**src/rtl/stsr_pkg.sv**
```systemverilog
// ----------------------------------------------------------------------------
// stsr_pkg
// Types, codes and sizes shared by the segmented transfer receiver.
// ----------------------------------------------------------------------------
package stsr_pkg;

  localparam int MAX_SEGMENTS = 32;
  localparam int IDX_W        = (MAX_SEGMENTS > 1) ? $clog2(MAX_SEGMENTS) : 1;
  localparam int CNT_W        = $clog2(MAX_SEGMENTS + 1);

  localparam int ACTION_W = 3;
  localparam int STATUS_W = 8;
  localparam int SEG_W    = 16;
  localparam int KIND_W   = 2;
  localparam int ERR_W    = 3;
  localparam int TMO_W    = 8;
  localparam int MTU_W    = 10;
  localparam int ELAP_W   = 9;
  localparam int CFG_IDX_W  = 1;
  localparam int CFG_DATA_W = 10;

  localparam logic [CFG_IDX_W-1:0] REG_TIMEOUT = 1'd0;
  localparam logic [CFG_IDX_W-1:0] REG_MTU     = 1'd1;

  localparam logic [TMO_W-1:0]  TIMEOUT_RESET = 8'd20;
  localparam logic [MTU_W-1:0]  MTU_RESET     = 10'd23;
  localparam logic [MTU_W-1:0]  MTU_OVERHEAD  = 10'd28;
  localparam logic [ELAP_W-1:0] ELAPSED_MAX   = 9'd511;
  localparam logic signed [STATUS_W-1:0] STATUS_NOT_FOUND = -8'sd1;
  localparam logic [SEG_W-1:0]  AMOUNT_CAP    = SEG_W'(MAX_SEGMENTS);

  localparam logic [ACTION_W-1:0] ACT_GET_ACK = 3'd0;
  localparam logic [ACTION_W-1:0] ACT_SEGMENT = 3'd1;
  localparam logic [ACTION_W-1:0] ACT_FINISH  = 3'd2;
  localparam logic [ACTION_W-1:0] ACT_TICK    = 3'd3;
  localparam logic [ACTION_W-1:0] ACT_EXIT    = 3'd4;

  localparam logic [KIND_W-1:0] KIND_SEG_ACK = 2'd0;
  localparam logic [KIND_W-1:0] KIND_FIN_ACK = 2'd1;
  localparam logic [KIND_W-1:0] KIND_RETX    = 2'd2;
  localparam logic [KIND_W-1:0] KIND_FAIL    = 2'd3;

  localparam logic [ERR_W-1:0] ERR_TIMEOUT   = 3'd0;
  localparam logic [ERR_W-1:0] ERR_EXIT      = 3'd1;
  localparam logic [ERR_W-1:0] ERR_NOT_FOUND = 3'd2;
  localparam logic [ERR_W-1:0] ERR_MTU_SMALL = 3'd3;
  localparam logic [ERR_W-1:0] ERR_AMOUNT    = 3'd4;
  localparam logic [ERR_W-1:0] ERR_ORDER     = 3'd5;
  localparam logic [ERR_W-1:0] ERR_CAPACITY  = 3'd6;

  typedef enum logic [1:0] {
    PH_WAIT,
    PH_RECV,
    PH_DONE,
    PH_FAIL
  } phase_t;

  typedef enum logic [1:0] {
    ST_IDLE,
    ST_EVAL,
    ST_SCAN
  } state_t;

  typedef struct packed {
    logic             set;
    logic [IDX_W-1:0] set_idx;
    logic [IDX_W-1:0] rd_idx;
  } map_ctrl_t;

  typedef struct packed {
    logic             rd_bit;
    logic [CNT_W-1:0] count;
  } map_stat_t;

endpackage

```
**src/rtl/stsr_rx_map.sv**
```systemverilog
// ----------------------------------------------------------------------------
// stsr_rx_map
// Received-segment map with one flag per index and a count of distinct
// segments; reset clears every flag.
// ----------------------------------------------------------------------------
module stsr_rx_map import stsr_pkg::*; (
  input  logic      clk,
  input  logic      rst_n,
  input  map_ctrl_t ctrl,
  output map_stat_t stat
);

  logic [MAX_SEGMENTS-1:0] map_r;
  logic [MAX_SEGMENTS-1:0] map_nxt;
  logic [CNT_W-1:0]        count_r;
  logic [CNT_W-1:0]        count_nxt;

  always_comb begin
    map_nxt   = map_r;
    count_nxt = count_r;
    if (ctrl.set && !map_r[ctrl.set_idx]) begin
      map_nxt[ctrl.set_idx] = 1'b1;
      count_nxt             = count_r + CNT_W'(1);
    end
  end

  always_ff @(posedge clk) begin
    if (!rst_n) begin
      map_r   <= '0;
      count_r <= '0;
    end else begin
      map_r   <= map_nxt;
      count_r <= count_nxt;
    end
  end

  assign stat.rd_bit = map_r[ctrl.rd_idx];
  assign stat.count  = count_r;

endmodule

```
**src/rtl/segmented_transfer_receiver_core.sv**
```systemverilog
// ----------------------------------------------------------------------------
// segmented_transfer_receiver_core
// Receiver side of a segmented transfer: get-ack, segment tracking, finish
// with retransfer requests, silence timeout and exit.
// ----------------------------------------------------------------------------
// A beat is taken into an item register and evaluated in the next cycle.
// Once the amount is known, a finish with missing segments then walks the
// received map one index a cycle through a single flag test, holding while a
// retransfer request meets a stalled full output register, and gives one
// retransfer request per missing index. A result waits in the output
// register while the next beat is taken; evaluation holds only when a new
// result meets a full output register that is stalled.
module segmented_transfer_receiver_core import stsr_pkg::*; (
  input  logic                         clk,
  input  logic                         rst_n,
  input  logic                         in_valid,
  output logic                         in_stall,
  input  logic [ACTION_W-1:0]          in_action,
  input  logic signed [STATUS_W-1:0]   in_ack_status,
  input  logic                         in_name_matches,
  input  logic [SEG_W-1:0]             in_seg_order,
  input  logic [SEG_W-1:0]             in_seg_amount,
  output logic                         out_valid,
  input  logic                         out_stall,
  output logic [KIND_W-1:0]            out_kind,
  output logic [SEG_W-1:0]             out_order,
  output logic [SEG_W-1:0]             out_amount,
  output logic                         out_finish_status,
  output logic [ERR_W-1:0]             out_error_code,
  output logic                         out_last,
  input  logic                         cfg_we,
  input  logic [CFG_IDX_W-1:0]         cfg_index,
  input  logic [CFG_DATA_W-1:0]        cfg_wdata
);

  state_t state_r, state_nxt;
  phase_t phase_r, phase_nxt;

  logic [TMO_W-1:0]  timeout_r;
  logic [MTU_W-1:0]  mtu_r;
  logic [ELAP_W-1:0] elapsed_r, elapsed_nxt;
  logic              known_r, known_nxt;
  logic [CNT_W-1:0]  latched_r, latched_nxt;
  logic [IDX_W-1:0]  scan_idx_r, scan_idx_nxt;
  logic [CNT_W-1:0]  miss_r, miss_nxt;

  logic [ACTION_W-1:0]        item_action_r;
  logic signed [STATUS_W-1:0] item_status_r;
  logic                       item_matches_r;
  logic [SEG_W-1:0]           item_order_r;
  logic [SEG_W-1:0]           item_amount_r;

  logic              out_valid_r, out_valid_nxt;
  logic [KIND_W-1:0] out_kind_r, out_kind_nxt;
  logic [SEG_W-1:0]  out_order_r, out_order_nxt;
  logic [SEG_W-1:0]  out_amount_r, out_amount_nxt;
  logic              out_fin_r, out_fin_nxt;
  logic [ERR_W-1:0]  out_err_r, out_err_nxt;
  logic              out_last_r, out_last_nxt;

  logic        in_take;
  logic        out_free;
  map_ctrl_t   map_ctrl;
  map_stat_t   map_stat;

  // evaluation of the held item
  logic              ev_emit;
  logic [KIND_W-1:0] ev_kind;
  logic [SEG_W-1:0]  ev_order;
  logic [SEG_W-1:0]  ev_amount;
  logic              ev_fin;
  logic [ERR_W-1:0]  ev_err;
  logic              ev_last;
  phase_t            ev_phase;
  logic [ELAP_W-1:0] ev_elapsed;
  logic              ev_latch;
  logic              ev_set;
  logic              ev_scan;
  logic [ELAP_W-1:0] el_inc;
  logic [SEG_W-1:0]  eff_amount;
  logic              commit;

  assign in_stall = (state_r != ST_IDLE);
  assign in_take  = in_valid && !in_stall;
  assign out_free = !out_valid_r || !out_stall;

  stsr_rx_map u_map (
    .clk   (clk),
    .rst_n (rst_n),
    .ctrl  (map_ctrl),
    .stat  (map_stat)
  );

  always_comb begin
    el_inc     = (elapsed_r < ELAPSED_MAX) ? elapsed_r + ELAP_W'(1) : elapsed_r;
    eff_amount = known_r ? SEG_W'(latched_r) : item_amount_r;
    ev_emit    = 1'b0;
    ev_kind    = KIND_SEG_ACK;
    ev_order   = '0;
    ev_amount  = '0;
    ev_fin     = 1'b0;
    ev_err     = ERR_TIMEOUT;
    ev_last    = 1'b1;
    ev_phase   = phase_r;
    ev_elapsed = elapsed_r;
    ev_latch   = 1'b0;
    ev_set     = 1'b0;
    ev_scan    = 1'b0;
    if (phase_r == PH_WAIT || phase_r == PH_RECV) begin
      if (item_action_r == ACT_EXIT) begin
        ev_emit  = 1'b1;
        ev_kind  = KIND_FAIL;
        ev_err   = ERR_EXIT;
        ev_phase = PH_FAIL;
      end else if (item_action_r == ACT_TICK) begin
        ev_elapsed = el_inc;
        if (el_inc > {1'b0, timeout_r}) begin
          ev_emit  = 1'b1;
          ev_kind  = KIND_FAIL;
          ev_err   = ERR_TIMEOUT;
          ev_phase = PH_FAIL;
        end
      end else if (phase_r == PH_WAIT) begin
        if (item_action_r == ACT_GET_ACK) begin
          if (item_status_r == STATUS_NOT_FOUND) begin
            ev_emit  = 1'b1;
            ev_kind  = KIND_FAIL;
            ev_err   = ERR_NOT_FOUND;
            ev_phase = PH_FAIL;
          end else if (mtu_r <= MTU_OVERHEAD) begin
            ev_emit  = 1'b1;
            ev_kind  = KIND_FAIL;
            ev_err   = ERR_MTU_SMALL;
            ev_phase = PH_FAIL;
          end else begin
            ev_phase   = PH_RECV;
            ev_elapsed = '0;
          end
        end
      end else if (item_action_r == ACT_SEGMENT) begin
        if (item_matches_r) begin
          if (!known_r && item_amount_r > AMOUNT_CAP) begin
            ev_emit  = 1'b1;
            ev_kind  = KIND_FAIL;
            ev_err   = ERR_CAPACITY;
            ev_phase = PH_FAIL;
          end else if (item_amount_r != eff_amount) begin
            ev_emit  = 1'b1;
            ev_kind  = KIND_FAIL;
            ev_err   = ERR_AMOUNT;
            ev_phase = PH_FAIL;
          end else if (item_order_r >= item_amount_r) begin
            ev_emit  = 1'b1;
            ev_kind  = KIND_FAIL;
            ev_err   = ERR_ORDER;
            ev_phase = PH_FAIL;
          end else begin
            ev_latch   = !known_r;
            ev_set     = 1'b1;
            ev_elapsed = '0;
            ev_emit    = 1'b1;
            ev_kind    = KIND_SEG_ACK;
            ev_order   = item_order_r;
            ev_amount  = item_amount_r;
          end
        end
      end else if (item_action_r == ACT_FINISH) begin
        ev_elapsed = '0;
        ev_emit    = 1'b1;
        ev_kind    = KIND_FIN_ACK;
        if (known_r && map_stat.count == latched_r) begin
          ev_phase = PH_DONE;
        end else begin
          ev_fin  = 1'b1;
          ev_last = !known_r;
          ev_scan = known_r;
        end
      end
    end
  end

  assign commit = !ev_emit || out_free;

  always_comb begin
    state_nxt = state_r;
    case (state_r)
      ST_IDLE: begin
        if (in_take) state_nxt = ST_EVAL;
      end
      ST_EVAL: begin
        if (commit) state_nxt = ev_scan ? ST_SCAN : ST_IDLE;
      end
      ST_SCAN: begin
        if (!map_stat.rd_bit && out_free && miss_r == CNT_W'(1)) state_nxt = ST_IDLE;
      end
      default: state_nxt = ST_IDLE;
    endcase
  end

  always_comb begin
    phase_nxt      = phase_r;
    elapsed_nxt    = elapsed_r;
    known_nxt      = known_r;
    latched_nxt    = latched_r;
    scan_idx_nxt   = scan_idx_r;
    miss_nxt       = miss_r;
    map_ctrl.set     = 1'b0;
    map_ctrl.set_idx = item_order_r[IDX_W-1:0];
    map_ctrl.rd_idx  = scan_idx_r;
    out_valid_nxt  = out_valid_r && out_stall;
    out_kind_nxt   = out_kind_r;
    out_order_nxt  = out_order_r;
    out_amount_nxt = out_amount_r;
    out_fin_nxt    = out_fin_r;
    out_err_nxt    = out_err_r;
    out_last_nxt   = out_last_r;
    case (state_r)
      ST_EVAL: begin
        if (commit) begin
          phase_nxt    = ev_phase;
          elapsed_nxt  = ev_elapsed;
          map_ctrl.set = ev_set;
          if (ev_latch) begin
            known_nxt   = 1'b1;
            latched_nxt = item_amount_r[CNT_W-1:0];
          end
          scan_idx_nxt = '0;
          miss_nxt     = latched_r - map_stat.count;
          if (ev_emit) begin
            out_valid_nxt  = 1'b1;
            out_kind_nxt   = ev_kind;
            out_order_nxt  = ev_order;
            out_amount_nxt = ev_amount;
            out_fin_nxt    = ev_fin;
            out_err_nxt    = ev_err;
            out_last_nxt   = ev_last;
          end
        end
      end
      ST_SCAN: begin
        if (map_stat.rd_bit) begin
          scan_idx_nxt = scan_idx_r + IDX_W'(1);
        end else if (out_free) begin
          out_valid_nxt  = 1'b1;
          out_kind_nxt   = KIND_RETX;
          out_order_nxt  = SEG_W'(scan_idx_r);
          out_amount_nxt = '0;
          out_fin_nxt    = 1'b0;
          out_err_nxt    = ERR_TIMEOUT;
          out_last_nxt   = (miss_r == CNT_W'(1));
          miss_nxt       = miss_r - CNT_W'(1);
          scan_idx_nxt   = scan_idx_r + IDX_W'(1);
        end
      end
      default: begin
      end
    endcase
  end

  always_ff @(posedge clk) begin
    if (!rst_n) begin
      state_r     <= ST_IDLE;
      phase_r     <= PH_WAIT;
      timeout_r   <= TIMEOUT_RESET;
      mtu_r       <= MTU_RESET;
      elapsed_r   <= '0;
      known_r     <= 1'b0;
      latched_r   <= '0;
      scan_idx_r  <= '0;
      miss_r      <= '0;
      out_valid_r <= 1'b0;
    end else begin
      state_r     <= state_nxt;
      phase_r     <= phase_nxt;
      elapsed_r   <= elapsed_nxt;
      known_r     <= known_nxt;
      latched_r   <= latched_nxt;
      scan_idx_r  <= scan_idx_nxt;
      miss_r      <= miss_nxt;
      out_valid_r <= out_valid_nxt;
      if (cfg_we) begin
        case (cfg_index)
          REG_TIMEOUT: timeout_r <= cfg_wdata[TMO_W-1:0];
          REG_MTU:     mtu_r     <= cfg_wdata[MTU_W-1:0];
          default: begin
          end
        endcase
      end
    end
  end

  always_ff @(posedge clk) begin
    if (in_take) begin
      item_action_r  <= in_action;
      item_status_r  <= in_ack_status;
      item_matches_r <= in_name_matches;
      item_order_r   <= in_seg_order;
      item_amount_r  <= in_seg_amount;
    end
    out_kind_r   <= out_kind_nxt;
    out_order_r  <= out_order_nxt;
    out_amount_r <= out_amount_nxt;
    out_fin_r    <= out_fin_nxt;
    out_err_r    <= out_err_nxt;
    out_last_r   <= out_last_nxt;
  end

  assign out_valid         = out_valid_r;
  assign out_kind          = out_kind_r;
  assign out_order         = out_order_r;
  assign out_amount        = out_amount_r;
  assign out_finish_status = out_fin_r;
  assign out_error_code    = out_err_r;
  assign out_last          = out_last_r;

endmodule

```
**config.mk**
```make
export PLATFORM = sky130hd
export DESIGN_NAME = segmented_transfer_receiver_core
export DESIGN_NICKNAME = d
export VERILOG_FILES = /design/src/rtl/stsr_pkg.sv /design/src/rtl/stsr_rx_map.sv /design/src/rtl/segmented_transfer_receiver_core.sv
export SDC_FILE = /design/constraint.sdc
export NUM_CORES = 1
export LEC_CHECK = 0
export ABC_CLOCK_PERIOD_IN_PS = 8870
export BUFFER_PORTS_ARGS = -buffer_cell sky130_fd_sc_hd__buf_2
export CAP_MARGIN = 0
export CORE_UTILIZATION = 50
export CTS_BUF_LIST = sky130_fd_sc_hd__clkbuf_8 sky130_fd_sc_hd__clkbuf_16
export DETAILED_ROUTE_END_ITERATION = 6
export PLACE_DENSITY = 0.7
export SLEW_MARGIN = 20
export SYNTH_ARGS = -nofsm -noshare
export SYNTH_HDL_FRONTEND = slang
export SYNTH_SLANG_ARGS = --single-unit
```
**constraint.sdc**
```tcl
create_clock -name clk -period 8.87 [get_ports clk]
set_input_delay 0.887 -clock clk [delete_from_list [all_inputs] [get_ports clk]]
set_output_delay 0.887 -clock clk [all_outputs]
set_load 0.02 [all_outputs]
```
* Word-level counts from Yosys, hierarchy flattened
Index checks and enable logic that the tools add are counted.
Cells by class: mux-type cells 177, reductions and logical operators 35, eq/ne operators 29, add/subtract/negate cells 5, bitwise operators 3, $lt $le $gt $ge 8
Operators by type and width (count):
- $mux W16 | 27
- $mux W9 | 12
- $mux W2 | 38
- $mux W1 | 68
- $pmux W16 S2 | 2
- $mux W3 | 13
- $or A32 B32 Y32 | 1
- $mux W6 | 3
- $ge A16 B16 Y1 | 1
- $gt A16 B6 Y1 const B | 1
- $ne A16 B16 Y1 | 1
- $ne A4 B4 Y1 const B | 4
- $mux W5 | 3
- $lt A5 B6 Y1 const B | 2
- $ne A2 B2 Y1 const B | 6
- $pmux W6 S2 | 1
- $reduce_and A12 Y1 | 1
- $bmux W1 S5 | 2
- $le A10 B5 Y1 const B | 1
- $pmux W5 S2 | 1
- $reduce_bool A5 Y1 | 2
- $add A9 B1 Y9 const B | 1
- $gt A9 B8 Y1 | 1
- $lt A9 B9 Y1 const B | 1
- other kinds (37) | 64
Storage, ports and cells: bits of input ports 60, word-level logic and storage cells 280, register bits after elaboration 171

* Depth between registers and ports, before layout
depth in word-level cells 13, depth in mapped cells 15, mapped depth without buffers 13

* Modules after synthesis
A second synthesis with hierarchy kept.
Second synthesis, totals: cell total of the unflattened synthesis 782, area total of the unflattened synthesis 8567.0 µm²
By module, submodules not included:
- segmented_transfer_receiver_core | cells an instance 623, seq. area each 3493.4 µm², area an instance 6647.6 µm², times used 1
- stsr_rx_map | cells an instance 159, seq. area each 760.7 µm², area an instance 1919.3 µm², times used 1

* Least setup slack after synthesis
OpenSTA, ideal clock, no wires.
kind reg-to-reg, from register elapsed_r[6], to register out_amount_r[0] (netlist: out_amount[0]) (enable), library setup time 0.448 ns, stages on the path, launching flop included 15, path buffers 1, clock period less this slack 4.821 ns, arrival 4.373 ns, path slack 4.049 ns, data required time 8.422 ns, cells stage by stage dfxtp_1 > clkbuf_1 > nand3_1 > nor3_1 > nor2b_1 > nand3_1 > xnor2_1 > ha_1 > nand4_1 > o211ai_1 > o211ai_1 > a31o_1 > a21oi_1 > nand2_1 > a21oi_1
On the way: longest elaborated chain between the ends 11
RTL lines:
- from (decl) | RTL line segmented_transfer_receiver_core.sv:41 | logic [ELAP_W-1:0] elapsed_r, elapsed_nxt;
- from (signal assigned) | RTL line segmented_transfer_receiver_core.sv:275 | elapsed_r <= elapsed_nxt;
- $add A9 B1 Y9 / $lt A9 B9 Y1 (equally long branches) | RTL line segmented_transfer_receiver_core.sv:95 | el_inc = (elapsed_r < ELAPSED_MAX) ? elapsed_r + ELAP_W'(1) : elapsed_r;
- $mux W9 (*) | RTL line segmented_transfer_receiver_core.sv:95
- $gt A9 B8 Y1 (*) | RTL line segmented_transfer_receiver_core.sv:117 | if (el_inc > {1'b0, timeout_r}) begin
- $mux W1 (*) | RTL line segmented_transfer_receiver_core.sv:117
- $mux W1 (*) | RTL line segmented_transfer_receiver_core.sv:115 | end else if (item_action_r == ACT_TICK) begin
- $mux W1 (*) | RTL line segmented_transfer_receiver_core.sv:110 | if (item_action_r == ACT_EXIT) begin
- $mux W1 (*) | RTL line segmented_transfer_receiver_core.sv:109 | if (phase_r == PH_WAIT || phase_r == PH_RECV) begin
- $logic_not A1 Y1 | RTL line segmented_transfer_receiver_core.sv:182 | assign commit = !ev_emit || out_free;
- $logic_or A1 B1 Y1 | RTL line segmented_transfer_receiver_core.sv:182
- $ne A2 B2 Y1 (no line)
- $reduce_and A5 Y1 (no line) (*)
- to (signal assigned) | RTL line segmented_transfer_receiver_core.sv:302 | out_amount_r <= out_amount_nxt;
- to (decl) | RTL line segmented_transfer_receiver_core.sv:56 | logic [SEG_W-1:0] out_amount_r, out_amount_nxt;
Every way passes the cells marked *; elsewhere a longest branch is shown, timed or not. A chain may end at the register's enable or synchronous reset.

* Worst setup path after layout
from register elapsed_r[2], to register out_amount_r[11] (netlist: out_amount[11]) (enable)
The elaborated chain is that of the path after synthesis.

==> qor.csv <==
stage,metric,value,unit
drt,first-pass iteration count of the detailed router,4,
global_routing,all-layer global routing usage,21.91,%
logic_synthesis,"Avg Cell Area, Syn",10.27,um^2
sta,Final Skew,0.007772,ns
global_routing,largest net degree at the start of global routing,75,
drt,final WL,18790,um
drt,DRC,0,
clock_tree,TritonCTS sink count,171,
logic_synthesis,largest cells by area after synthesis,"edfxtp_1 29%, dfxtp_1 20%, nand2_1 5.9%, ha_1 5.5%, mux2i_1 4.4%",
global_routing,vias in the first global route,6048,
logic_synthesis,"EDFF count, synth",83,
clock_tree,post-cts resize count,0,
finish,filler instances,1420,
placement,RD Place Congestion,0.8632,
logic_synthesis,Netlist cell types,79,
clock_tree,CTS root buffer,clkbuf_16,
global_routing,GR Util met1,29.37,%
global_routing,grt total ovfl,0,
run_status,status,"finished, final reports clean",
run,maxcap violations,0,
finish,layout cells sized above 1,16.79,%
worst_setup_path,Critical Path Source Type,flop,
sta,Final setup viols,0,
sta,Final Hold Viols,0,
finish,# nets final,1027,
worst_setup_path,crit path kind,flop to flop,
clock_tree,Post-CTS Hold Fix Bufs,0,
worst_setup_path,crit-path max FO,33,
clock_tree,post-CTS repair timing setup buffer count,0,
floorplanning,Die W,133.3,um
sta,final hold slack,0.4549,ns
clock_tree,clock buffer count from CTS,17,
worst_setup_path,worst path arrival time,4.05,ns
sta,final setup margin,4.901,ns
power,worst IR drop on VDD,130.7,uV
logic_synthesis,Synth Cell Area,8620,um^2
global_routing,busiest grt layer,met2,
logic_synthesis,Post-synth ARST share,0,%
placement,"worst slack, placed",4.923,ns
placement,DP Wirelength,13010,um
drt,Vias/cell,5.596,
logic_synthesis,Yosys top cell area share,28.92,%
worst_setup_path,CP Capture Type,flop,
clock_tree,htree depth,4,
drt,drt initial violations,521,
logic_synthesis,Syn Inst Count,839,
power,Power Density,184.7,nW/um^2
floorplanning,Rows,47,
worst_setup_path,critical-path cell list,"nand4_1, nor3_1, nor2b_1, nand3_1, xnor2_1, ha_1, nand4_1, o211ai_1, o211ai_1, a31o_1, a21oi_1, nand2_1, a21oi_4, buf_4",
sta,Tcrit/Tclk final,44.75,%
sta,relative slew slack,31.06,%
worst_setup_path,critical path's slowest cell,dfxtp_1,
logic_synthesis,predominant post-synthesis flop cell,dfxtp_1,
global_routing,met2 Track Usage GR,34.52,%
clock_tree,Worst-path clk slew,0.06,ns
logic_synthesis,yosys warns,0,
drt,DR vias,6497,
sta,Fin Setup TNS,0,ns
worst_setup_path,required time worst endpoint,8.95,ns
floorplanning,starting density of the core,51.61,%
finish,Area Overhead vs Synth,14.17,%
power,LEAKAGE,0.003896,uW
finish,antenna fix cells,0,
global_routing,initial antenna violation count,0,
finish,post-layout util,58.92,%
logic_synthesis,register area share after synthesis,49.35,%
floorplanning,Die Y,133.3,um
global_routing,first-pass GRT wire length,30330,um
floorplanning,IO Count,101,
worst_setup_path,Worst path top cell family by delay,compound AO/OA/AOI/OAI gates,
sta,RSZ-0062 raised after global routing,false,
placement,IO Port Bufs,100,
worst_setup_path,max incr delay on CP,0.47,ns
drt,wire length per cell,16.18,um
sta,"Slew Viols, Final",0,
clock_tree,clock latency at the later pin of the worst-skew pair,0.43,ns
clock_tree,Max Root-Sink Buffers,2,
sta,FMAX,0.2519,GHz
logic_synthesis,largest area contributor in the netlist,edfxtp_1,
floorplanning,Core Area,16700,um^2
drt,ANT nets after route,0,
sta,Worst-Margin Slew,1.033,ns
finish,Reg area,4254,um^2
clock_tree,CTS tree,done,
sta,Tmin final,3.969,ns
floorplanning,die area,17770,um^2
min_path,hold crit path type,flop to flop,
finish,multi-input gate area in the final layout,4044,um^2
global_routing,met3 GRT Util,5.518,%
logic_synthesis,"FF+latch count, synth",171,
worst_setup_path,Worst Path Buf+Inv,1,
==> worst paths after layout <==
kind | slack (ns) | to | startpoint | depth (start not counted)
min | 0.45 | mtu_r[7] | mtu_r[7] | 2
max reg2reg | 4.90 | out_amount[11] | elapsed_r[2] | 14
max | 4.90 | out_amount[11] | elapsed_r[2] | 14
min reg2reg | 0.45 | mtu_r[7] | mtu_r[7] | 2
==> worst min-delay path, cell delays in order (launching register included) <==
cell,delay [ns]
dfxtp_1,0.31
nand2_1,0.05
a21oi_1,0.05
==> routing by layer <==
metal  up-vias  wire [um]
met1      3067       8746
met2       189       8703
met4         0        279
met5         -          0
met3        21       1059
li1       3220          -
==> cell families (layout without fill, tap and decap cells) <==
family / after synthesis / count (layout) / share of synthesized area, %
AOI/OAI and AO/OA: 160 / 160 / 13.47
xor gates and xnor gates: 15 / 15 / 1.524
adders and majority gates: 40 / 40 / 5.864
buffers and inverters: 88 / 181 / 4.384
DFF: 171 / 171 / 49.35
muxes: 51 / 51 / 7.418
other: 1 / 10 / 0.04351
and+or+nand+nor: 313 / 313 / 17.94
==> cell type report <==
| class | count | area share [%] |
|---|---|---|
| sequential | 171 | 43.23 |
| multi-input combinational | 589 | 41.09 |
| timing repair buffer | 103 | 5.315 |
| clock buffer | 20 | 4.971 |
| tap | 220 | 2.797 |
| inverter | 46 | 1.755 |
| clock inverter | 12 | 0.8392 |
==> power breakdown <==
part,switching [uW],internal (uW)
logic,131,65.7
registers,27.9,877
clock network,295,420
total,454,1360
==> synth_stat cells, types with 3 or more instances <==
library cell	number
nand2_1	135
dfxtp_1	88
edfxtp_1	83
inv_1	46
a21oi_1	38
ha_1	38
mux2i_1	38
nor2_1	35
nand3_1	33
o31ai_1	33
clkbuf_1	29
and2_1	23
nand2b_1	14
mux4_2	10
nand4_1	10
nor2b_1	10
nor4_1	10
o21ai_0	10
xnor2_1	9
a21o_1	8
buf_2	8
nor3_1	8
nand3b_1	7
o21ai_1	7
or3_1	6
xor2_1	6
buf_6	5
o211ai_1	5
o22ai_1	5
a211oi_1	3
a22oi_1	3
a31oi_1	3
a32o_1	3
and3_1	3
o311ai_1	3
or2_1	3
or2_2	3
==> registers in the layout (all words and copies together) (netlist names), 9 cells and up <==
name           cells
u_map.map_r       32
item_amount_r     16
item_order_r      16
out_amount        16
out_order         16
mtu_r             10
elapsed_r          9
==> stage by stage <==
stage          cell area [um^2]  instances  power (uW)
3_5_place_dp               9259       1129        1117
6_report                   9841       1161        1817
2_1_floorplan              8653        848        1047
3_3_place_gp               9259       1129        1115
4_1_cts                    9831       1161        1832
5_1_grt                    9841       1161        1888
==> layout by cell type (no fill, tap or decap), drive strengths merged, types with 11 or more instances in the layout <==
| cell | count |
|---|---|
| mux2i | 38 |
| nor2 | 35 |
| nor4 | 11 |
| dfxtp | 88 |
| o21ai | 17 |
| nand2 | 137 |
| edfxtp | 83 |
| nand3 | 33 |
| inv | 53 |
| buf | 103 |
| and2 | 23 |
| nand2b | 14 |
| clkbuf | 20 |
| ha | 38 |
| o31ai | 35 |
| a21oi | 39 |
Power figures use the tool's default switching activity.
